`config.mk`:
```
export PLATFORM = sky130hd
export DESIGN_NAME = button_and_protection_tick_timers_top
export DESIGN_NICKNAME = d
export VERILOG_FILES = /design/src/rtl/btpt_pkg.sv /design/src/rtl/btpt_front.sv /design/src/rtl/btpt_queue.sv /design/src/rtl/btpt_back.sv /design/src/rtl/button_and_protection_tick_timers_top.sv
export SDC_FILE = /design/constraint.sdc
export NUM_CORES = 1
export LEC_CHECK = 0
export BUFFER_PORTS_ARGS = -buffer_cell sky130_fd_sc_hd__buf_2
export CAP_MARGIN = 20
export CELL_PAD_IN_SITES_DETAIL_PLACEMENT = 0
export CELL_PAD_IN_SITES_GLOBAL_PLACEMENT = 1
export CORE_MARGIN = 4
export CORE_UTILIZATION = 37
export CTS_CLUSTER_DIAMETER = 200
export DETAILED_ROUTE_END_ITERATION = 12
export GPL_TIMING_DRIVEN = 0
export PLACE_DENSITY_LB_ADDON = 0.2
export SLEW_MARGIN = 25
export SYNTH_ARGS = -nofsm -noshare
export SYNTH_HDL_FRONTEND = slang
export SYNTH_SLANG_ARGS = --single-unit
```
`constraint.sdc`:
```
create_clock -name clock -period 3.82 [get_ports clock]
set_clock_uncertainty 0.05 [all_clocks]
set_input_delay 0.764 -clock clock [delete_from_list [all_inputs] [get_ports clock]]
set_output_delay 0.764 -clock clock [all_outputs]
set_load 0.02 [all_outputs]
```
`src/rtl/btpt_pkg.sv`:
```
// btpt_pkg: shared types, flag positions, register indexes and reset values
// for the button and protection tick timers
// no dependencies
package btpt_pkg;

   // flag word layout
   localparam int FLAG_W        = 9;
   localparam int FLAG_PRESS    = 0;
   localparam int FLAG_CLICK    = 1;
   localparam int FLAG_LONG     = 2;
   localparam int FLAG_DIS_EN   = 3;
   localparam int FLAG_DIS_DONE = 4;
   localparam int FLAG_CHG_EN   = 5;
   localparam int FLAG_CHG_DONE = 6;
   localparam int FLAG_CHG_HOLD = 7;
   localparam int FLAG_SECOND   = 8;

   // flags that only a write clears
   localparam logic [FLAG_W-1:0] STICKY_MASK = 9'b1_0101_0110;

   // counters and registers
   localparam int CNT_W   = 8;
   localparam int CSR_W   = 8;
   localparam int CSR_IDX_W = 3;

   localparam logic [CSR_W-1:0] CLICK_TICKS_RST   = 8'd12;
   localparam logic [CSR_W-1:0] LONG_TICKS_RST    = 8'd100;
   localparam logic [CSR_W-1:0] RELEASE_TICKS_RST = 8'd100;
   localparam logic [CSR_W-1:0] HOLD_TICKS_RST    = 8'd20;
   localparam logic [CSR_W-1:0] SECOND_TICKS_RST  = 8'd20;

   typedef enum logic [CSR_IDX_W-1:0] {
      CSR_CLICK_TICKS   = 3'd0,
      CSR_LONG_TICKS    = 3'd1,
      CSR_RELEASE_TICKS = 3'd2,
      CSR_HOLD_TICKS    = 3'd3,
      CSR_SECOND_TICKS  = 3'd4
   } csr_index_type;

   // request kinds carried on tuser
   localparam logic REQ_TICK  = 1'b0;
   localparam logic REQ_WRITE = 1'b1;

   // stream widths
   localparam int REQ_TDATA_W = 24;
   localparam int RSP_TDATA_W = 16;

   // queue between front and back
   localparam int QUEUE_DEPTH = 2;
   localparam int QUEUE_PTR_W = 1;
   localparam int QUEUE_CNT_W = 2;

   // classified command
   typedef struct packed {
      logic              is_write;
      logic              button_down;
      logic [FLAG_W-1:0] set_bits;
      logic [FLAG_W-1:0] clear_bits;
   } cmd_type;

endpackage

```
`src/rtl/btpt_front.sv`:
```
// btpt_front: accepts request words, unpacks and classifies them into commands
// depends on btpt_pkg
module btpt_front
   import btpt_pkg::*;
(
   input  logic                   req_tvalid,
   output logic                   req_tready,
   input  logic [REQ_TDATA_W-1:0] req_tdata,
   input  logic                   req_tuser,
   input  logic                   q_ready,
   output logic                   q_push,
   output cmd_type                q_cmd
);

   // accept whenever the queue has room
   assign req_tready = q_ready;
   assign q_push     = req_tvalid & q_ready;

   // unpack and classify: a tick carries no masks, a write ignores the button
   always_comb begin
      q_cmd = '0;
      unique case (req_tuser)
         REQ_WRITE: begin
            q_cmd.is_write   = 1'b1;
            q_cmd.set_bits   = req_tdata[FLAG_W:1];
            q_cmd.clear_bits = req_tdata[2*FLAG_W:FLAG_W+1];
         end
         REQ_TICK: begin
            q_cmd.button_down = req_tdata[0];
         end
         default: q_cmd = '0;
      endcase
   end

endmodule

```
`src/rtl/btpt_queue.sv`:
```
// btpt_queue: two-entry command queue between front and back
// depends on btpt_pkg
module btpt_queue
   import btpt_pkg::*;
(
   input  logic    clock,
   input  logic    reset,
   input  logic    push,
   input  cmd_type push_cmd,
   output logic    push_ready,
   input  logic    pop,
   output logic    pop_valid,
   output cmd_type pop_cmd
);

   cmd_type                q_mem [QUEUE_DEPTH];
   logic [QUEUE_PTR_W-1:0] wr_ptr_ff, wr_ptr_in;
   logic [QUEUE_PTR_W-1:0] rd_ptr_ff, rd_ptr_in;
   logic [QUEUE_CNT_W-1:0] count_ff, count_in;

   assign push_ready = (count_ff != QUEUE_CNT_W'(QUEUE_DEPTH));
   assign pop_valid  = (count_ff != '0);
   assign pop_cmd    = q_mem[rd_ptr_ff];

   // pointer and fill count update
   always_comb begin
      wr_ptr_in = wr_ptr_ff;
      rd_ptr_in = rd_ptr_ff;
      count_in  = count_ff;
      if (push) wr_ptr_in = wr_ptr_ff + 1'b1;
      if (pop)  rd_ptr_in = rd_ptr_ff + 1'b1;
      if (push && !pop) count_in = count_ff + 1'b1;
      else if (!push && pop) count_in = count_ff - 1'b1;
   end

   always_ff @(posedge clock) begin
      if (reset) begin
         wr_ptr_ff <= '0;
         rd_ptr_ff <= '0;
         count_ff  <= '0;
      end else begin
         wr_ptr_ff <= wr_ptr_in;
         rd_ptr_ff <= rd_ptr_in;
         count_ff  <= count_in;
      end
   end

   // entry storage
   always_ff @(posedge clock) begin
      if (push) q_mem[wr_ptr_ff] <= push_cmd;
   end

`ifndef SYNTHESIS
   a_no_push_when_full: assert property (@(posedge clock) disable iff (reset)
      (count_ff == QUEUE_CNT_W'(QUEUE_DEPTH)) |-> !push)
      else $error("queue written while full");
   a_no_pop_when_empty: assert property (@(posedge clock) disable iff (reset)
      (count_ff == '0) |-> !pop)
      else $error("queue read while empty");
`endif

endmodule

```
`src/rtl/btpt_back.sv`:
```
// btpt_back: configuration registers, flag word, tick counters and result register
// depends on btpt_pkg
module btpt_back
   import btpt_pkg::*;
(
   input  logic                   clock,
   input  logic                   reset,
   input  logic                   csr_we,
   input  logic [CSR_IDX_W-1:0]   csr_index,
   input  logic [CSR_W-1:0]       csr_wdata,
   input  logic                   q_valid,
   input  cmd_type                q_cmd,
   output logic                   q_pop,
   output logic                   rsp_tvalid,
   input  logic                   rsp_tready,
   output logic [RSP_TDATA_W-1:0] rsp_tdata
);

   logic [CSR_W-1:0]  click_max_ff, long_ticks_ff, release_ticks_ff;
   logic [CSR_W-1:0]  hold_ticks_ff, second_ticks_ff;
   logic [FLAG_W-1:0] flags_ff, flags_in;
   logic [CNT_W-1:0]  press_ff, press_in;
   logic [CNT_W-1:0]  dis_ff, dis_in;
   logic [CNT_W-1:0]  chg_ff, chg_in;
   logic [CNT_W-1:0]  hold_ff, hold_in;
   logic [CNT_W-1:0]  sec_ff, sec_in;
   logic [CNT_W-1:0]  dis_inc, chg_inc, hold_inc, sec_inc;
   logic              rsp_valid_ff, rsp_valid_in;
   logic [FLAG_W-1:0] rsp_status_ff;

   // configuration registers
   always_ff @(posedge clock) begin
      if (reset) begin
         click_max_ff     <= CLICK_TICKS_RST;
         long_ticks_ff    <= LONG_TICKS_RST;
         release_ticks_ff <= RELEASE_TICKS_RST;
         hold_ticks_ff    <= HOLD_TICKS_RST;
         second_ticks_ff  <= SECOND_TICKS_RST;
      end else if (csr_we) begin
         unique case (csr_index)
            CSR_CLICK_TICKS:   click_max_ff     <= csr_wdata;
            CSR_LONG_TICKS:    long_ticks_ff    <= csr_wdata;
            CSR_RELEASE_TICKS: release_ticks_ff <= csr_wdata;
            CSR_HOLD_TICKS:    hold_ticks_ff    <= csr_wdata;
            CSR_SECOND_TICKS:  second_ticks_ff  <= csr_wdata;
            default: ;
         endcase
      end
   end

   // take a command when the result register is free or being emptied
   assign q_pop = q_valid && (!rsp_valid_ff || rsp_tready);

   assign dis_inc  = dis_ff + 1'b1;
   assign chg_inc  = chg_ff + 1'b1;
   assign hold_inc = hold_ff + 1'b1;
   assign sec_inc  = sec_ff + 1'b1;

   // flag word and counter update for one command
   always_comb begin
      flags_in = flags_ff;
      press_in = press_ff;
      dis_in   = dis_ff;
      chg_in   = chg_ff;
      hold_in  = hold_ff;
      sec_in   = sec_ff;
      if (q_cmd.is_write) begin
         flags_in = (flags_ff & ~q_cmd.clear_bits) | q_cmd.set_bits;
      end else begin
         // press timing
         if (flags_ff[FLAG_PRESS]) begin
            if (q_cmd.button_down) begin
               if (press_ff >= long_ticks_ff) begin
                  flags_in[FLAG_LONG]  = 1'b1;
                  flags_in[FLAG_PRESS] = 1'b0;
                  press_in             = '0;
               end else begin
                  press_in = press_ff + 1'b1;
               end
            end else begin
               if (press_ff <= click_max_ff) flags_in[FLAG_CLICK] = 1'b1;
               flags_in[FLAG_PRESS] = 1'b0;
               press_in             = '0;
            end
         end else begin
            press_in = '0;
         end
         // discharge overcurrent release
         if (flags_ff[FLAG_DIS_EN]) begin
            if (dis_inc >= release_ticks_ff) begin
               flags_in[FLAG_DIS_DONE] = 1'b1;
               flags_in[FLAG_DIS_EN]   = 1'b0;
               dis_in                  = '0;
            end else begin
               dis_in = dis_inc;
            end
         end else begin
            dis_in = '0;
         end
         // charge overcurrent release
         if (flags_ff[FLAG_CHG_EN]) begin
            if (chg_inc >= release_ticks_ff) begin
               flags_in[FLAG_CHG_DONE] = 1'b1;
               flags_in[FLAG_CHG_EN]   = 1'b0;
               chg_in                  = '0;
            end else begin
               chg_in = chg_inc;
            end
         end else begin
            chg_in = '0;
         end
         // retry hold expiry
         if (flags_ff[FLAG_CHG_HOLD]) begin
            if (hold_inc >= hold_ticks_ff) begin
               flags_in[FLAG_CHG_HOLD] = 1'b0;
               hold_in                 = '0;
            end else begin
               hold_in = hold_inc;
            end
         end else begin
            hold_in = '0;
         end
         // one-second prescaler
         if (sec_inc >= second_ticks_ff) begin
            flags_in[FLAG_SECOND] = 1'b1;
            sec_in                = '0;
         end else begin
            sec_in = sec_inc;
         end
      end
   end

   always_ff @(posedge clock) begin
      if (reset) begin
         flags_ff <= '0;
         press_ff <= '0;
         dis_ff   <= '0;
         chg_ff   <= '0;
         hold_ff  <= '0;
         sec_ff   <= '0;
      end else if (q_pop) begin
         flags_ff <= flags_in;
         press_ff <= press_in;
         dis_ff   <= dis_in;
         chg_ff   <= chg_in;
         hold_ff  <= hold_in;
         sec_ff   <= sec_in;
      end
   end

   // result register
   always_comb begin
      rsp_valid_in = rsp_valid_ff;
      if (q_pop) rsp_valid_in = 1'b1;
      else if (rsp_tready) rsp_valid_in = 1'b0;
   end

   always_ff @(posedge clock) begin
      if (reset) rsp_valid_ff <= 1'b0;
      else       rsp_valid_ff <= rsp_valid_in;
   end

   always_ff @(posedge clock) begin
      if (q_pop) rsp_status_ff <= flags_in;
   end

   assign rsp_tvalid = rsp_valid_ff;
   assign rsp_tdata  = {{(RSP_TDATA_W-FLAG_W){1'b0}}, rsp_status_ff};

`ifndef SYNTHESIS
   a_press_count_cleared: assert property (@(posedge clock) disable iff (reset)
      (q_pop && !q_cmd.is_write && !flags_ff[FLAG_PRESS]) |=> (press_ff == '0))
      else $error("press counter kept while no press pending");
   a_tick_keeps_sticky: assert property (@(posedge clock) disable iff (reset)
      (q_pop && !q_cmd.is_write) |=>
         ((($past(flags_ff) & STICKY_MASK) & ~flags_ff) == '0))
      else $error("tick cleared a sticky flag");
   a_result_matches_flags: assert property (@(posedge clock) disable iff (reset)
      q_pop |=> (rsp_valid_ff && (rsp_status_ff == flags_ff)))
      else $error("result word differs from flag word");
`endif

endmodule

```
`src/rtl/button_and_protection_tick_timers_top.sv`:
```
// button_and_protection_tick_timers_top: top level of the tick timers
// depends on btpt_pkg, btpt_front, btpt_queue, btpt_back

// Tick-driven status timer. Each request word is either a tick (tuser low,
// button level in tdata bit 0) or a flag write (tuser high, set and clear
// masks in tdata); every word returns one response word holding the 9-bit
// flag word after it. One word is taken per clock in steady flow while the
// response side does not stall: the whole tick update of the flag word and
// its five counters is combinational in the back unit, so the rate is one
// word per clock. A request is written into the two-entry command queue
// when accepted and moves into the result register once that register is
// free or being emptied. While the response side stalls, the queue and
// the result register hold three words before req_tready drops. The user
// must write registers through the csr port only while no words are in
// flight; the block itself does not enforce this.
module button_and_protection_tick_timers_top
   import btpt_pkg::*;
(
   input  logic                   clock,
   input  logic                   reset,
   // request stream
   input  logic                   req_tvalid,
   output logic                   req_tready,
   input  logic [REQ_TDATA_W-1:0] req_tdata,  // button_down, set_bits[8:0], clear_bits[8:0], zero pad
   input  logic                   req_tuser,  // req_type
   // response stream
   output logic                   rsp_tvalid,
   input  logic                   rsp_tready,
   output logic [RSP_TDATA_W-1:0] rsp_tdata,  // status[8:0], zero pad
   // register write port
   input  logic                   csr_we,
   input  logic [CSR_IDX_W-1:0]   csr_index,
   input  logic [CSR_W-1:0]       csr_wdata
);

   logic    q_ready;
   logic    q_push;
   cmd_type q_in_cmd;
   logic    q_pop;
   logic    q_valid;
   cmd_type q_out_cmd;

   // classify incoming words
   btpt_front u_front (
      .req_tvalid (req_tvalid),
      .req_tready (req_tready),
      .req_tdata  (req_tdata),
      .req_tuser  (req_tuser),
      .q_ready    (q_ready),
      .q_push     (q_push),
      .q_cmd      (q_in_cmd)
   );

   // decouple front and back
   btpt_queue u_queue (
      .clock      (clock),
      .reset      (reset),
      .push       (q_push),
      .push_cmd   (q_in_cmd),
      .push_ready (q_ready),
      .pop        (q_pop),
      .pop_valid  (q_valid),
      .pop_cmd    (q_out_cmd)
   );

   // execute commands and hold the result
   btpt_back u_back (
      .clock      (clock),
      .reset      (reset),
      .csr_we     (csr_we),
      .csr_index  (csr_index),
      .csr_wdata  (csr_wdata),
      .q_valid    (q_valid),
      .q_cmd      (q_out_cmd),
      .q_pop      (q_pop),
      .rsp_tvalid (rsp_tvalid),
      .rsp_tready (rsp_tready),
      .rsp_tdata  (rsp_tdata)
   );

endmodule
```
## After elaboration in Yosys (flattened, before gate mapping)

Memory sizes are Yosys's and may differ from the RTL's. A register that Yosys moved wholly into a read port is not among the register bits.
Index checks and enable logic that the tools add are counted.

| word-level totals | value |
|---|---|
| output and inout bits | 18 |
| register bits | 103 |
| word-level logic and storage cells | 95 |
| memories | 1 |
| bits in writable memories | 40 |

Memories:

| memory | depth | bits a word | read ports | clocked after Yosys merged registers in | wr ports | line | source |
|---|---|---|---|---|---|---|---|
| u_queue.q_mem | 2 | 20 | 1 | 1 | 1 | btpt_queue.sv:16 | `cmd_type q_mem [QUEUE_DEPTH];` |

| cells by class | value |
|---|---|
| reduce and logical (&&, ||, !) cells | 17 |
| add/sub/neg operators | 9 |
| bitwise gates (word level) | 5 |
| equality and inequality tests | 5 |
| $lt $le $gt $ge | 6 |
| muxes and demuxes | 36 |

Operator list:

| operator | number |
|---|---|
| $mux 8 | 10 |
| $add 8x1->8 const B | 5 |
| $ge 8x8->1 | 5 |
| $mux 18 | 1 |
| $mux 1 | 17 |
| $mux 2 | 6 |
| $reduce_and 2->1 | 6 |
| $and 9x9->9 | 1 |
| $mux 9 | 1 |
| $not 9->9 | 1 |
| $or 9x9->9 | 1 |
| $le 8x8->1 | 1 |
| $eq 3x2->1 const B | 2 |
| $reduce_bool 2->1 | 3 |
| $eq 3x1->1 const B | 1 |
| $eq 3x3->1 const B | 1 |
| $logic_and 1x1->1 | 3 |
| $logic_not 1->1 | 3 |
| $logic_not 3->1 | 1 |
| $mux 3 | 1 |
| $add 1x1->1 const B | 2 |
| $add 2x1->2 const B | 1 |
| $ne 2x2->1 const B | 1 |
| $sub 2x1->2 const B | 1 |
| 3 further kinds | 3 |

## Logic depth before layout (Yosys ltp)

Gate-level depths: netlist of run 1.

| logic depth | value |
|---|---|
| depth after elaboration | 6 |
| gate-level depth with buffers | 11 |
| gate-level depth less buffers | 10 |

## Modules after synthesis

A second synthesis of run 1 with hierarchy kept.

| second synthesis, totals | value |
|---|---|
| cells, all modules | 779 |
| area, all modules | 7418.4 sq um |

Modules (own cells, without submodules):

| module | times used | area each (sq um) | cells each |
|---|---|---|---|
| btpt_back | 1 | 5602.9 | 672 |
| btpt_queue | 1 | 1644.1 | 84 |
| btpt_front | 1 | 171.4 | 23 |

## Least setup slack after synthesis of run 1

OpenSTA, ideal clock, no wires.

| timing path | value |
|---|---|
| kind | flip-flop to flip-flop |
| start | register u_back.hold_ff[4] |
| end | register u_back.hold_ff[7] |
| required time | 3.674 ns |
| arrival time | 2.364 ns |
| library setup time | 0.096 ns |
| clock period less this slack | 2.510 ns |
| cell stages (with the launch flop) | 10 |
| path slack | 1.310 ns |
| cells stage by stage | dfxtp_1 and3_1 nand3_1 nor2_1 xnor2_1 inv_1 ha_1 a211oi_1 o21ai_1 o41ai_2 |

| on the way | value |
|---|---|
| cells in the longest elaborated chain, start to end | 4 |

RTL lines:

| element | line | source |
|---|---|---|
| start: declaration | btpt_back.sv:25 | `logic [CNT_W-1:0] hold_ff, hold_in;` |
| start signal: assignment | btpt_back.sv:146 | `hold_ff <= hold_in;` |
| $add 8x1->8 (*) | btpt_back.sv:56 | `assign hold_inc = hold_ff + 1'b1;` |
| $ge 8x8->1 | btpt_back.sv:114 | `if (hold_inc >= hold_ticks_ff) begin` |
| $mux 8 (*) | btpt_back.sv:114 |  |
| $mux 8 (*) | btpt_back.sv:113 | `if (flags_ff[FLAG_CHG_HOLD]) begin` |

Mark *: on every way between the ends. The rest lies on a longest branch, timed or not.
A chain may end at the register's enable or synchronous reset.

## Final worst setup path of run 1

Same ends and word-level chain as after synthesis.

==> results by group, run 1 <==
Status
  – Status: finished clean

Clocking
  – Setup bufs post-CTS: 0
  – Hold buffer count at CTS: 0
  – Clock Sinks: 144
  – Max Root-Sink Buffers: 2
  – Post-CTS sizing: 0
  – CTS tree: built
  – Htree depth: 4
  – Reg clk slew, reported paths: 60 ps
  – Total CTS buffers: 17
  – Root Driver: clkbuf_16
  – Worst skew pair latency: 430 ps

Detailed routing
  – DRC violation count after routing: 0
  – Starting DRT DRC Count: 399
  – Detailed-route via count: 5933
  – DRT Wirelength: just under 20 mm
  – Vias per cell: 5.101
  – Detailed Routing Iterations Pass 1: 5
  – Routed len/inst: 16.73 µm
  – Final ANT Viol Nets: 0

Timing
  – Worst-Margin Slew: 977.8 ps
  – Fin crit period: 3123 ps
  – Unrepaired setup endpoints after global routing: false
  – Setup TNS: 0 ps
  – F_max: approximately 320 MHz
  – Final Hold Fails: 0
  – Period Utilization, post-route: 0.8177
  – Final setup vio count: 0
  – Final max-slew violation count: 0
  – Rel. slew slack: 0.3481
  – WHS: 404.8 ps
  – Setup ws final: 696.5 ps

Die
  – Die area: 0.02281 mm²
  – Core area: 0.02017 mm²
  – Initial Util: 0.3753
  – Num rows: 52
  – Die X: between 150 and 200 µm
  – IO Pins: 59
  – Die Height: 151.0 µm

Pwr
  – Leakage: 3.357 nW
  – Pwr per Cell Area: 547.6 mW/mm²
  – VDD IR max: 0.2935 mV
  – Switching Share: 0.3285
  – Int Power: 0.003215 W
  – Psw: 0.001573 W
  – Logic pwr share: 0.259
  – Clock power share: 0.339
  – Share of power burned in registers: 0.403

Layout
  – Layout Utilization: 0.4335
  – Ratio of cells with drive above 1 in the final layout: 0.1400
  – Cell area after layout: 0.008743 mm²
  – # diodes: 0
  – Max reg flops: 40
  – Filler cells: 2033
  – Final Net Count: 975
  – Area delta synth->final: 15.50%
  – Top Registers: u_queue.q_mem: 40 flops, u_back.flags_ff: 9 flops, u_back.rsp_status_ff: 9 flops
  – Top reg by flops: u_queue.q_mem

Logic synthesis
  – FF+latch count, synth: 144
  – Avg Cell Area, Syn: 9.369 µm²
  – Cell with the most instances after synthesis: nand2_1
  – Cells after Synth: between 800 and 900
  – Synth async-reset ratio: 0
  – Post-synth EDFFs: 49
  – Yosys Warn Count: 0
  – Cell taking the most area after synthesis: dfxtp_1
  – Mapped Area: approximately 0.0076 mm²
  – Synth cell types: 65
  – Top FF cell, synth: dfxtp_1
  – Sequential share of the synthesized area: 0.4456
  – Area contributors post-synth: dfxtp_1 (25%), edfxtp_1 (19%), ha_1 (8.9%)
  – Synth cell count leaders: nand2_1 (116), dfxtp_1 (95), a21oi_1 (61), inv_1 (59), ha_1 (54)
  – Share of the synthesized area in the top cell type: 0.2512

Global route
  – Vias in the first global route: ~5600
  – GRT busiest layer: met2
  – Grt met2 use: 0.2728
  – First-pass GRT wire length: 31.04 mm
  – Met3 Resource Use GR: 0.03202
  – Largest net degree at the start of global routing: 21
  – GR Util All Layers: 0.1789
  – Met1 Use GR: 0.2586
  – Initial antenna violation count: 0
  – Total grt overflow: 0

Setup path
  – Nature of the critical path startpoint: register
  – Crit path capture type: register
  – Critical path required time: 4100 ps
  – CP Data Arrival Time: around 3400 ps
  – WS Path Type: reg -> reg
  – Max FO, Critical Path: 7

Placed design
  – Port Buffers: 46
  – Pre-CTS WS: 728.0 ps
  – RePlAce Congestion: 0.7817
  – DPL Wire Length: between 10 and 15 mm
  – Placed cell area: 0.008174 mm²

Flow run
  – Max Cap Violations: 0

Worst hold path
  – Hold WC Path Type: reg -> reg
final cells by class:
cell class | count | area, µm² | share of cell area
plain buffers | 43 | 247.7 | 0.02833
well taps | 270 | 337.8 | 0.03864
inverters | 59 | 221.5 | 0.02533
flip-flops and latches | 144 | 3373 | 0.3858
clock inverters | 14 | 140.1 | 0.01603
multi-input cells | 568 | 3752 | 0.4292
clock buffers | 18 | 429.2 | 0.04908
repair buffers | 47 | 241.5 | 0.02762
critical path, cell delays in order, from the launching register on:
cell      delay [ps]
dfxtp_1          470
and3_1           190
nand3_1          190
nor2_1           180
xnor2_1          190
inv_1             80
ha_1             310
a211oi_1         730
o21ai_1          290
o41ai_2          350
layer usage:
metal / vias up / wire [µm] / part of all wire
met5: - / 0 / 0
met4: 0 / 172 / 0.0088
met3: 17 / 743 / 0.038
met2: 115 / 8818 / 0.45
met1: 2770 / 9720 / 0.50
li1: 3031 / - / -
power by group through the flow:
stage / Clock, W / Sequential [W] / Combinational [W]
after detailed placement: 0 / 0.00196 / 0.00125
after global routing: 0.00173 / 0.00195 / 0.00136
final: 0.00162 / 0.00193 / 0.00124
after global placement: 0 / 0.00196 / 0.00124
after floorplan: 0 / 0.00200 / 0.000805
after CTS: 0.00166 / 0.00193 / 0.00126
layout by cell type (no fill, tap or decap), types with 11 or more instances in the layout:
cell,synthesis,layout
nand2_1,116,116
dfxtp_1,95,95
a21oi_1,61,61
inv_1,59,59
buf_2,9,55
ha_1,54,54
edfxtp_1,49,49
nand3_1,35,35
nor2_1,36,35
and2_1,21,21
clkbuf_1,18,19
nand4_1,18,18
o211ai_1,18,18
a31oi_1,17,17
clkbuf_16,0,17
o21ai_0,15,15
mux2i_1,15,15
xnor2_1,15,15
xor2_1,13,13
nor2b_1,12,12
buf_4,12,12
o32ai_1,11,11
cells by family after synthesis:
| group | count (synthesis) | synth area share |
|---|---|---|
| other cells | 1 | 0.0004954 |
| simple gates | 287 | 0.1874 |
| mux | 19 | 0.02727 |
| fa+ha+maj | 54 | 0.08926 |
| flops | 144 | 0.4456 |
| xor+xnor | 28 | 0.03240 |
| compound gates | 173 | 0.1555 |
| buf+inv | 102 | 0.06198 |
metrics by stage:
step / instances / power [W]
2_1_floorplan: 814 / 0.002802
3_3_place_gp: 1130 / 0.003197
3_5_place_dp: 1131 / 0.003210
4_1_cts: 1163 / 0.004853
5_1_grt: 1163 / 0.005037
6_report: 1163 / 0.004788
path summary, 6_finish.rpt:
| kind | start | to | slack (ps) | cells past startpoint |
|---|---|---|---|---|
| setup / recovery | u_back.hold_ff[4] | u_back.hold_ff[7] | 700 | 9 |
| hold / removal | u_back.release_ticks_ff[7] | u_back.release_ticks_ff[7] | 400 | 2 |
| setup reg to reg | u_back.hold_ff[4] | u_back.hold_ff[7] | 700 | 9 |
| hold reg to reg | u_back.release_ticks_ff[7] | u_back.release_ticks_ff[7] | 400 | 2 |
No activity file was read; power rests on OpenSTA's default activity.
==> run 2: changes to the inputs <==
- clock period: 3.82 -> 2.5 ns (I/O delays scaled with it)
==> results by group, run 2 (same netlist as run 1, synthesis figures left out) <==
Status
  – Status: finished, violations left
  – Failing checks: setup timing

Layout
  – Filler cells: 1958
  – Leading cell type in the layout, fill and taps excluded: nand2_1
  – # diodes: 0
  – Area delta synth->final: 26.15%
  – Ratio of cells with drive above 1 in the final layout: 0.2559
  – Top reg by flops: u_queue.q_mem
  – Max reg flops: 40
  – Final Net Count: a little over 1000
  – Top Registers: u_queue.q_mem: 40 flops, u_back.flags_ff: 9 flops, u_back.rsp_status_ff: 9 flops
  – Commonest non-fill, non-tap cells in the layout: nand2_1 (113), dfxtp_1 (74), a21oi_1 (59), inv_1 (59), buf_2 (56)

Setup path
  – CP startpoint: u_back.dis_ff[3]
  – WS Path Type: reg -> reg
  – CP peak stage delay: 440 ps
  – Reg2reg start: u_back.dis_ff[3]
  – Worst path slowest cell: dfxtp_1
  – Crit path capture type: register
  – Critical path required time: 2620 ps
  – Worst-path cell chain: and4_4 > nand4_1 > xnor2_2 > ha_1 > nand4_1 > nor2_2 > a211oi_2 > buf_4 > buf_6 > o21a_1 > o21ai_1
  – CP Data Arrival Time: about 2700 ps
  – Bufs and invs on worst path: 2
  – Top delay family on crit path: simple AND/OR/NAND/NOR gates
  – Nature of the critical path startpoint: register
  – Most used cell, CP: nand4_1
  – Max FO, Critical Path: 5

Placed design
  – Port Buffers: between 40 and 50
  – DPL Wire Length: 14.20 mm
  – Pre-CTS WS: -567.3 ps
  – RePlAce Congestion: just under 0.8

Pwr
  – VDD IR max: approximately 0.4 mV
  – Int Power: 0.004874 W
  – Clock power share: 0.327
  – Leakage: around 3.7 nW
  – Switching Share: 0.3367
  – Logic pwr share: 0.271
  – Pwr per Cell Area: 769.5 mW/mm²
  – Psw: 0.002474 W
  – Total power: 0.007348 W
  – Share of power burned in registers: 0.402

Timing
  – F_max: 395.1 MHz
  – Final max-slew violation count: 0
  – Worst-Margin Slew: around 960 ps
  – Period Utilization, post-route: 1.012
  – Final setup vio count: 5
  – Final Hold Fails: 0
  – Unrepaired setup endpoints after global routing: true
  – Rel. slew slack: 0.3569
  – Setup ws final: -30.82 ps
  – Fin crit period: 2531 ps

Clocking
  – Total CTS buffers: 17
  – Max Root-Sink Buffers: 2
  – Clock Sinks: 144
  – Reg clk slew, reported paths: 60 ps
  – Htree depth: 4
  – CTS tree: built
  – Hold buffer count at CTS: 0
  – Worst skew pair latency: 430 ps
  – Root Driver: clkbuf_16

Detailed routing
  – DRC violation count after routing: 0
  – Detailed-route via count: 6074
  – Vias per cell: 5.062
  – Starting DRT DRC Count: 338
  – Detailed Routing Iterations Pass 1: 5
  – Routed len/inst: 17.22 µm
  – DRT Wirelength: 20.67 mm
  – Final ANT Viol Nets: 0

Global route
  – GRT busiest layer: met2
  – Met3 Resource Use GR: 0.03860
  – First-pass GRT wire length: 32.52 mm
  – Vias in the first global route: approximately 6000
  – Largest net degree at the start of global routing: 21
  – Total grt overflow: 0
  – GR Util All Layers: 0.1861
  – Grt met2 use: 0.2923
  – Initial antenna violation count: 0
  – Met1 Use GR: 0.2621

Worst hold path
  – Min-Delay Startpoint: reset
  – Hold WC Path Type: in -> reg

Die
  – Die Height: 151.0 µm
  – Core area: 0.02017 mm²
  – Num rows: 52
  – Initial Util: 0.3753
  – Die area: 0.02281 mm²
  – Die X: 151.0 µm
  – IO Pins: 59

Flow run
  – Max Cap Violations: 0
[run 2: cell types whose count changed in the layout (fill, tap and decap cells not counted), moves of 6 or more]
| cell | change |
|---|---|
| dfxtp_4 | +14 |
| xnor2_2 | +8 |
| buf_4 | +26 |
| dfxtp_2 | +7 |
| ha_4 | +7 |
| nand3_4 | +6 |
| a211oi_1 | -6 |
| xnor2_1 | -8 |
| nand3_1 | -7 |
| buf_6 | +10 |
| dfxtp_1 | -21 |
| ha_1 | -7 |
[run 2: final timing paths]
check | cells past startpoint | slack [ps] | endpoint
worst max register to register | 11 | -30 | u_back.rsp_status_ff[4]
worst min register to register | 2 | 410 | u_back.hold_ticks_ff[1]
worst min-delay path | 3 | 310 | u_back.hold_ff[0]
worst max-delay path | 11 | -30 | u_back.rsp_status_ff[4]
[run 2: stage by stage]
step	utilization	instance area [µm²]	hold slack [ps]	TNS [ps]	instances
floorplan	-	7597	386.3	0	814
global placement	0.4048	8165	393.9	-13150	1130
detailed placement	0.4055	8179	400.3	-13760	1131
CTS	0.4502	9080	294.6	-106.7	1189
global route	0.4734	9549	317.9	-2207	1200
finish	0.4734	9549	307.3	-83.48	1200
[run 2: area by class of cell]
| cell class | count | area, µm² | share of cell area |
|---|---|---|---|
| clock inverter | 13 | 116.4 | 0.01219 |
| sequential | 144 | 3435 | 0.3597 |
| multi-input combinational | 568 | 4204 | 0.4403 |
| inverter | 59 | 221.5 | 0.02319 |
| tap | 270 | 337.8 | 0.03538 |
| buffer | 43 | 255.2 | 0.02673 |
| timing repair buffer | 84 | 546.8 | 0.05726 |
| clock buffer | 19 | 432.9 | 0.04534 |
[run 2: routing by layer]
metal | share of wire | routed length, µm
met1 | 0.49 | 10170
met2 | 0.45 | 9296
met3 | 0.047 | 968
met4 | 0.011 | 235
met5 | 0 | 0
[run 2: worst register-to-register path, delay by kind of cell, from the launching register on]
family                   cells  cell delay (ps)
XOR/XNOR                     1              200
AND/OR/NAND/NOR              4              620
flip-flops                   1              440
buffers and inverters        2              290
adder cells (fa/ha/maj)      1              310
AO/OA/AOI/OAI                3              360
[run 2: power groups by stage]
stage	clock (W)	combinational (W)	sequential (W)
after detailed placement	0	0.00191	0.00299
final	0.00241	0.00199	0.00295
after global placement	0	0.00190	0.00300
after floorplan	0	0.00123	0.00305
after CTS	0.00246	0.00196	0.00295
after global routing	0.00255	0.00222	0.00299
[run 2: repair_timing]
item,CTS,global route
setup buffers,24,11
cloned,2,0
pin swaps,23,37
gates resized for setup,49,75
setup endpoints to repair,44,44
==> run 3: changes to the inputs <==
- SYNTH_HIERARCHICAL: not set -> 1
==> results by group, run 3 <==
Status
  – Status: finished clean

Flow run
  – Max Cap Violations: 0

Detailed routing
  – Detailed-route via count: between 5000 and 6000
  – Routed len/inst: 16.34 µm
  – Starting DRT DRC Count: 223
  – DRC violation count after routing: 0
  – DRT Wirelength: 18.71 mm
  – Detailed Routing Iterations Pass 1: 5
  – Final ANT Viol Nets: 0
  – Vias per cell: roughly 5.0

Global route
  – Total grt overflow: 0
  – First-pass GRT wire length: between 30 and 40 mm
  – Largest net degree at the start of global routing: 21
  – Vias in the first global route: 5981
  – GR Util All Layers: 0.1727
  – Initial antenna violation count: 0

Logic synthesis
  – Avg Cell Area, Syn: 9.523 µm²
  – Share of the synthesized area in the top cell type: 0.2564
  – Cell taking the most area after synthesis: dfxtp_1
  – Mapped Area: 0.007418 mm²
  – Cells after Synth: 779
  – Synth cell types: 64
  – Area contributors post-synth: dfxtp_1 (26%), edfxtp_1 (20%), ha_1 (9.1%)
  – Post-synth EDFFs: 49
  – Synth async-reset ratio: 0
  – Yosys Warn Count: 6
  – Cell with the most instances after synthesis: nand2_1
  – Synth cell count leaders: nand2_1 (110), dfxtp_1 (95), a21oi_1 (58), ha_1 (54), nor2_1 (50)
  – Top FF cell, synth: dfxtp_1
  – Sequential share of the synthesized area: 0.4547
  – FF+latch count, synth: ~140

Layout
  – Leading cell type in the layout, fill and taps excluded: nand2_1
  – Top Registers: u_queue/q_mem: 40 flops, u_back/flags_ff: 9 flops, u_back/rsp_status_ff: 9 flops
  – # diodes: 0
  – Commonest non-fill, non-tap cells in the layout: nand2_1 (109), dfxtp_1 (81), buf_2 (53)
  – Cell area after layout: 0.009055 mm²
  – Area delta synth->final: 22.06%
  – Top reg by flops: u_queue/q_mem
  – Max reg flops: 40
  – Layout Utilization: 0.4622
  – Final Net Count: 963
  – Filler cells: 1886
  – Ratio of cells with drive above 1 in the final layout: 0.2318

Setup path
  – CP Data Arrival Time: 2740 ps
  – Max FO, Critical Path: 5
  – R2R setup slack: between 30 and 40 ps
  – Crit path capture type: register
  – Critical path required time: 2780 ps
  – Cells on worst reg2reg path: 12
  – Nature of the critical path startpoint: register
  – WS Path Type: reg -> reg

Die
  – Num rows: 51
  – Die Height: 149.6 µm
  – Die area: about 0.022 mm²
  – Core area: 0.01959 mm²
  – Die X: roughly 150 µm
  – IO Pins: 59
  – Initial Util: 0.3787

Clocking
  – Htree depth: 4
  – CTS tree: built
  – Reg clk slew, reported paths: roughly 60 ps
  – Total CTS buffers: 17
  – Max Root-Sink Buffers: 2
  – Hold buffer count at CTS: 0
  – Root Driver: clkbuf_16
  – Clock Sinks: roughly 140
  – Worst skew pair latency: 420 ps

Timing
  – Rel. slew slack: 0.3734
  – Fin crit period: 2460 ps
  – Worst-Margin Slew: 939.9 ps
  – Final Hold Fails: 0
  – Unrepaired setup endpoints after global routing: true
  – Period Utilization, post-route: 0.9842
  – F_max: 406.4 MHz
  – Final max-slew violation count: 0
  – Final setup vio count: 0

Pwr
  – VDD IR max: 0.4129 mV
  – Leakage: approximately 3.5 nW
  – Pwr per Cell Area: 793.1 mW/mm²
  – Total power: between 0.007 and 0.008 W

Placed design
  – RePlAce Congestion: 0.7961
  – DPL Wire Length: 13.51 mm
  – Placed cell area: 0.008016 mm²
  – Port Buffers: 46

Worst hold path
  – Hold path cells: 2
  – Hold WC Path Type: in -> reg
## run 3: changes by cell type after synthesis, sizes merged, moves of 8 or more
| cell | change |
|---|---|
| mux2 | +18 |
| o211ai | -17 |
| nor2 | +16 |
| nand4 | -14 |
| inv | -13 |
| o32ai | -11 |
| a31oi | -9 |
| a211o | +8 |
| a211oi | -8 |
| nand3b | +8 |
## run 3: per-stage QoR
stage | setup TNS [ps] | std cells | setup WS (ps) | hold slack (ps)
after global routing | -176.4 | 1145 | -51.94 | 322.5
after detailed placement | -8847 | 1097 | -355.8 | 402.2
after floorplan | 0 | 785 | 123.7 | 386.3
after CTS | 0 | 1138 | 2.586 | 329.1
final | 0 | 1145 | 39.62 | 342.7
after global placement | -11190 | 1096 | -294.6 | 394.9
## run 3: logic make-up (layout without fill, tap and decap cells)
family,Yosys count,in the layout,share of synthesized area
other cells,1,7,0.0005055
fa+ha+maj,54,54,0.09108
buf+inv,86,181,0.05127
simple gates,299,299,0.2029
mux,33,33,0.04807
compound gates,130,130,0.1137
xor+xnor,32,32,0.03778
flops,144,144,0.4547
## run 3: final timing paths
kind	from	endpoint
worst max-delay path	u_back/chg_ff[0]	u_back/chg_ff[3]
worst max register to register	u_back/chg_ff[0]	u_back/chg_ff[3]
worst min-delay path	req_tdata[17]	u_queue/q_mem[1][7]
worst min register to register	u_back/hold_ticks_ff[7]	u_back/hold_ticks_ff[7]
## run 3: routing by layer
layer,GRT usage,wire length [µm]
met4,0.05400,273
met1,0.2176,8433
met3,0.03725,650
met2,0.2962,9352
met5,0,0
## run 3: area by class of cell
cell class / count / area (µm²) / share of cell area
sequential: 144 / 3406 / 0.3761
inverter: 46 / 172.7 / 0.01907
clock buffer: 17 / 425.4 / 0.04698
tap: 265 / 331.6 / 0.03662
buffer: 40 / 227.7 / 0.02515
clock inverter: 14 / 120.1 / 0.01327
timing repair buffer: 64 / 380.4 / 0.04201
multi-input combinational: 555 / 3991 / 0.4408
## run 3: critical path, stage by stage, from the launching register on
cell and delay (ps):
dfxtp_4 380, ha_4 170, nand3_4 120, nor2_4 130, xor2_2 200, ha_1 280
a21o_1 170, a21oi_2 170, o31ai_4 130, nor2_4 180, buf_6 160, nand3_2 60
a31oi_2 170
## run 3: what timing repair did
action / 4_1_cts / 5_1_grt
buffers inserted: 9 / 7
setup endpoints to repair: 49 / 53
pin swaps: 11 / 38
gates cloned: 1 / 0
resized for setup: 41 / 55
## run 3: where the power goes
| part | internal, W | leakage [nW] | total (W) | switching, W |
|---|---|---|---|---|
| Clock | 0.00136 | 0.249 | 0.00235 | 0.000998 |
| Combinational | 0.000700 | 2.04 | 0.00191 | 0.00121 |
| Sequential | 0.00278 | 1.25 | 0.00291 | 0.000136 |
